`src/sv/ghtk_pkg.sv`:
```
// Shared types and constants for the grid histogram top-k cell selector.
// No dependencies; used by ghtk_best and the top level.
package ghtk_pkg;

	localparam int XY_W    = 7;
	localparam int TOTAL_W = 24;
	localparam int PICK_W  = 7;
	localparam logic [31:0] TOTAL_MAX = 32'h00FF_FFFF;

	typedef enum logic [5:0] {
		ST_CLEAR = 6'b000001,
		ST_IDLE  = 6'b000010,
		ST_LOAD  = 6'b000100,
		ST_SCAN  = 6'b001000,
		ST_DRAIN = 6'b010000,
		ST_PICK  = 6'b100000
	} state_t;

	typedef struct packed {
		logic empty;
		logic single;
	} scan_stat_t;

endpackage

```
`src/sv/ghtk_best.sv`:
```
// Running maximum unit: keeps the first cell with the highest count over one scan.
// Uses ghtk_pkg for the scan status struct.
module ghtk_best import ghtk_pkg::*; #(
	parameter int X_W        = 7,
	parameter int Y_W        = 7,
	parameter int ADDR_W     = 14,
	parameter int COUNT_BITS = 24
) (
	input  logic                  clk,
	input  logic                  arst_n,
	input  logic                  clr,
	input  logic                  vld,
	input  logic [COUNT_BITS-1:0] cnt,
	input  logic [X_W-1:0]        x,
	input  logic [Y_W-1:0]        y,
	input  logic [ADDR_W-1:0]     addr,
	output logic [COUNT_BITS-1:0] best_cnt,
	output logic [X_W-1:0]        best_x,
	output logic [Y_W-1:0]        best_y,
	output logic [ADDR_W-1:0]     best_addr,
	output scan_stat_t            stat
);

	logic [COUNT_BITS-1:0] cnt_q;
	logic [X_W-1:0]        x_q;
	logic [Y_W-1:0]        y_q;
	logic [ADDR_W-1:0]     addr_q;
	logic [1:0]            nz_q;

	always_ff @(posedge clk or negedge arst_n) begin
		if (!arst_n) begin
			cnt_q <= '0;
			nz_q  <= '0;
		end else if (clr) begin
			cnt_q <= '0;
			nz_q  <= '0;
		end else if (vld) begin
			if (cnt > cnt_q) begin
				cnt_q <= cnt;
			end
			if (cnt != '0 && nz_q != 2'd2) begin
				nz_q <= nz_q + 2'd1;
			end
		end
	end

	always_ff @(posedge clk) begin
		if (vld && !clr && cnt > cnt_q) begin
			x_q    <= x;
			y_q    <= y;
			addr_q <= addr;
		end
	end

	assign best_cnt    = cnt_q;
	assign best_x      = x_q;
	assign best_y      = y_q;
	assign best_addr   = addr_q;
	assign stat.empty  = (nz_q == 2'd0);
	assign stat.single = (nz_q == 2'd1);

endmodule

```
`config.mk`:
```
export PLATFORM = sky130hd
export DESIGN_NAME = ghtk_best
export DESIGN_NICKNAME = d
export VERILOG_FILES = /design/src/sv/ghtk_pkg.sv /design/src/sv/ghtk_best.sv
export SDC_FILE = /design/constraint.sdc
export NUM_CORES = 1
export LEC_CHECK = 0
export BUFFER_PORTS_ARGS = -buffer_cell sky130_fd_sc_hd__buf_4
export CORE_MARGIN = 5
export CORE_UTILIZATION = 53
export CTS_CLUSTER_DIAMETER = 50
export DETAILED_ROUTE_END_ITERATION = 12
export GPL_TIMING_DRIVEN = 0
export PLACE_DENSITY_LB_ADDON = 0.2
export RECOVER_POWER = 100
export SYNTH_ARGS = -nofsm -noshare
export SYNTH_HDL_FRONTEND = slang
export SYNTH_SLANG_ARGS = --single-unit
```
`constraint.sdc`:
```
create_clock -name clk -period 6.4 [get_ports clk]
set_input_delay 0.96 -clock clk [delete_from_list [all_inputs] [get_ports clk]]
set_output_delay 0.96 -clock clk [all_outputs]
set_load 0.03 [all_outputs]
```
======== Word level (Yosys, flattened, before mapping) ========
Cells that the tools add are included.
storage, ports and cells
  flip-flop bits (word level) ............. 54
  bits of input ports ..................... 56
cells by class
  $lt $le $gt $ge ......................... 1
  $add $sub $neg .......................... 1
  eq/ne operators ......................... 2
  reductions and logical operators ........ 11
  muxes and demuxes ....................... 6
operators with widths
  kind                   count
  $mux W24               3
  $gt A24 B24 Y1         1
  $reduce_bool A24 Y1    1
  $mux W2                3
  $reduce_bool A2 Y1     3
  $reduce_and A2 Y1      2
  $logic_and A1 B1 Y1    3
  $add A2 B1 Y2 const B  1
  $eq A2 B1 Y1 const B   1
  $logic_not A2 Y1       1
  $ne A2 B2 Y1 const B   1
  $logic_not A1 Y1       1

======== Logic depth before layout (Yosys ltp) ========
  depth after elaboration ................. 5
  depth in mapped cells ................... 9

======== Worst setup path after synthesis ========
Ideal clock, no wire load.
  kind .................................... input-to-reg
  start point ............................. in cnt[22]
  end point ............................... reg addr_q[0], in the netlist best_addr[0] (enable)
  buffers on the path ..................... 0
  required time ........................... 5.984 ns
  slack ................................... 2.485 ns
  arrival time ............................ 3.499 ns
  stages on the path ...................... 6
  path through ............................ ha_1 -> nand4_2 -> nor4_2 -> o21ai_1 -> a31oi_4 -> nor2b_1
between the ends
  word-level cells in the longest chain between the ends .. 2
ends and longest elaborated chain
  what                  RTL line         text
  start, declared       ghtk_best.sv:13  input logic [COUNT_BITS-1:0] cnt,
  $gt A24 B24 Y1        ghtk_best.sv:48  if (vld && !clr && cnt > cnt_q) begin
  $logic_and A1 B1 Y1   ghtk_best.sv:48
  end signal, assigned  ghtk_best.sv:51  addr_q <= addr;
  end, declared         ghtk_best.sv:27  logic [ADDR_W-1:0] addr_q;
Every way passes these cells.
A chain may end at the register's enable or synchronous reset.

======== Final worst setup path ========
  start point ............................. in cnt[22]
  end point ............................... reg addr_q[8], in the netlist best_addr[8] (enable)
Same word-level chain as after synthesis.

==> summary.txt <==
Top-Level Pins -> 110
Mapped Avg Cell Area -> 11.9 sq um
CTS max path bufs -> 2
CP startpoint kind -> input port
Reg2Reg Depth -> 8
Pwr/cell area -> 221 nW/um^2
Final min period -> 4.40 ns
CTS buffer count -> 5
WL final -> 6.63 mm
Die area -> 6930 sq um
RSZ-0062 raised after global routing -> no
Core area -> 5170 sq um
Dominant cell by count in the synthesized netlist -> nand2b_1
Post_cts resized -> 0
Outcome -> finished, violations left
Iteration-0 DRC Markers -> 81
Fin nets -> 440
Commonest cells post-synth -> nand2b_1 (48), edfxtp_1 (28), ha_1 (27)
Root Driver -> clkbuf_8
First-pass GRT wire length -> 10.9 mm
Yosys top cell by area -> edfxtp_1
Die width -> 83.3 um
Synth top area share -> 0.296
Row Count -> 26
Final setup violating endpoints -> 0
Peak fanout along the critical path -> 21
Hold_sp -> best_cnt[14]
Critical path type -> input port to flip-flop
Hold Path Class -> flip-flop to flip-flop
Cells after Synth -> 240
YS warnings -> 0
GRT overflow -> 0
Leakage -> 0.00149 uW
#FFs+latches synth -> 54
FMAX -> 227 MHz
CTS H-tree depth -> 2
Placed cell area -> 3780 sq um
Largest net degree at the start of global routing -> 27
Fin cells -> 428
Skew final -> 0.00905 ns
Mapped cell area -> 2850 sq um
Seq/Total Area, Yosys -> 0.524
DP Cell Count -> 420
Syn-to-layout area delta -> 26.3%
Via density -> 5.00
Setup TNS -> 0 ns
Pins Over Slew Limit -> 27
Total GRT Usage -> 0.193
Clock transition at path regs -> 0.09 ns
FFs w/ async S/R, synth -> 0.481
Post-cts hold buffer count -> 0
CP startpoint -> cnt[22]
Final Util -> 0.694
EDFF count, synth -> 28
Worst hold stages -> 2
Setup crit end kind -> flip-flop
Clock insertion delay at the later pin of the skew report -> 0.31 ns
Antenna violations before repair -> 0
Final instance area -> 3590 sq um
Post-Syn Nets -> 323
CP required -> 6.33 ns
Tcrit/Tclk final -> 0.687
N_diodes -> 0
DP HPWL -> 5.19 mm
Worst R2R Start -> best_cnt[22]
Post-route ant nets -> 0
Vias post-DR -> 2140
Worst-margin pin slew -> 1.52 ns
Vias in the first global route -> 2214
Fin. Hold Viols -> 0
Postcts setup bufs -> 0
TritonRoute pass-1 iters -> 4
Share of cells above drive strength 1 -> 0.170
Violated checks -> capacitance limit, slew limit
Rel. slew slack -> -0.0153
Chip Height -> 83.3 um
Drt drc -> 0
Clk sinks -> 54
Port bufs -> 109
CTS tree -> built
Max-cap check violation count -> 1
Synth unique cells -> 25
Initial Util -> 0.550
Top cells by area, synth -> edfxtp_1 (30%), dfrtp_1 (23%), ha_1 (12%), nand2b_1 (11%), mux2i_1 (8.8%)
Critical Path AT -> 4.33 ns
RePlAce Congestion -> 0.836
Fill count -> 469
Routed wire per std cell -> 15.5 um
Most used DFF post-synth -> edfxtp_1
Peak supply drop -> 0.125 mV
[logic make-up after synthesis]
kind of cell	count (synthesis)	share of synthesized area
flops	54	0.524
mux	25	0.0880
xor+xnor	1	0.00308
simple gates	83	0.176
fa+ha+maj	27	0.119
buf+inv	33	0.0515
compound gates	17	0.0387
[power breakdown]
part,total [uW],internal (uW),switching (uW)
combinational,192,71.8,120
clock,200,81.2,119
sequential,403,390,12.5
[area by class of cell]
type / instances / area [sq um] / share of cell area
plain buffers: 7 / 26.3 / 0.00731
clock buffers: 5 / 68.8 / 0.0192
clock inverters: 3 / 28.8 / 0.00801
inverters: 26 / 97.6 / 0.0272
multi-input cells: 153 / 1180 / 0.328
flip-flops and latches: 54 / 1490 / 0.415
well taps: 70 / 87.6 / 0.0244
repair buffers: 110 / 612 / 0.170
[through the flow]
stage | power, uW | hold WS (ns) | worst slack [ns]
5_1_grt | 841 | 0.603 | 1.62
3_3_place_gp | 624 | 0.533 | 1.74
4_1_cts | 833 | 0.545 | 3.18
6_report | 795 | 0.567 | 2.00
3_5_place_dp | 632 | 0.555 | 2.85
2_1_floorplan | 540 | 0.516 | 2.48
[metal layers]
| metal | share of wire | GRT usage |
|---|---|---|
| met4 | 0.0078 | 0.0401 |
| met2 | 0.50 | 0.359 |
| met3 | 0.047 | 0.0495 |
| met1 | 0.44 | 0.223 |
| met5 | 0 | 0 |
[critical path, cell delays in order]
cell,delay (ns)
clkbuf_1,0.10
ha_1,0.32
nand4_1,0.17
nor4_1,0.44
o21ai_0,0.20
a31oi_1,0.64
nor2b_1,0.62
clkbuf_1,0.86
[placed cells by master (no fill, tap or decap), drive strengths merged]
cell type  synthesis  final
a221oi             1      1
o211ai             1      1
nor2               4      4
nor4               7      7
o21ai              3      3
a21oi             10     10
nand2b            48     48
a31oi              1      1
dfrtp             26     26
nand4              9      9
clkbuf             5     97
mux2i             25     25
clkinv             0      2
a21o               1      1
buf                2     25
nor3               1      1
ha                27     27
nor2b              3      3
edfxtp            28     28
nand2              5      5
xnor2              1      1
inv               26     27
nand3              6      6
[worst paths after layout]
check	to	slack, ns
worst min register to register	best_cnt[14]	0.57
worst min-delay path	best_cnt[14]	0.57
worst max-delay path	best_addr[8]	2.00
max in group asynchronous	best_cnt[11]	4.51
min in group asynchronous	best_cnt[19]	1.00
worst max register to register	best_addr[8]	2.34
[sequential cells by signal, summed over array words and instances, names as in the netlist]
name       flops
nz_q           2
best_addr     14
best_x         7
best_y         7
best_cnt      24
Power figures use the tool's default switching activity.
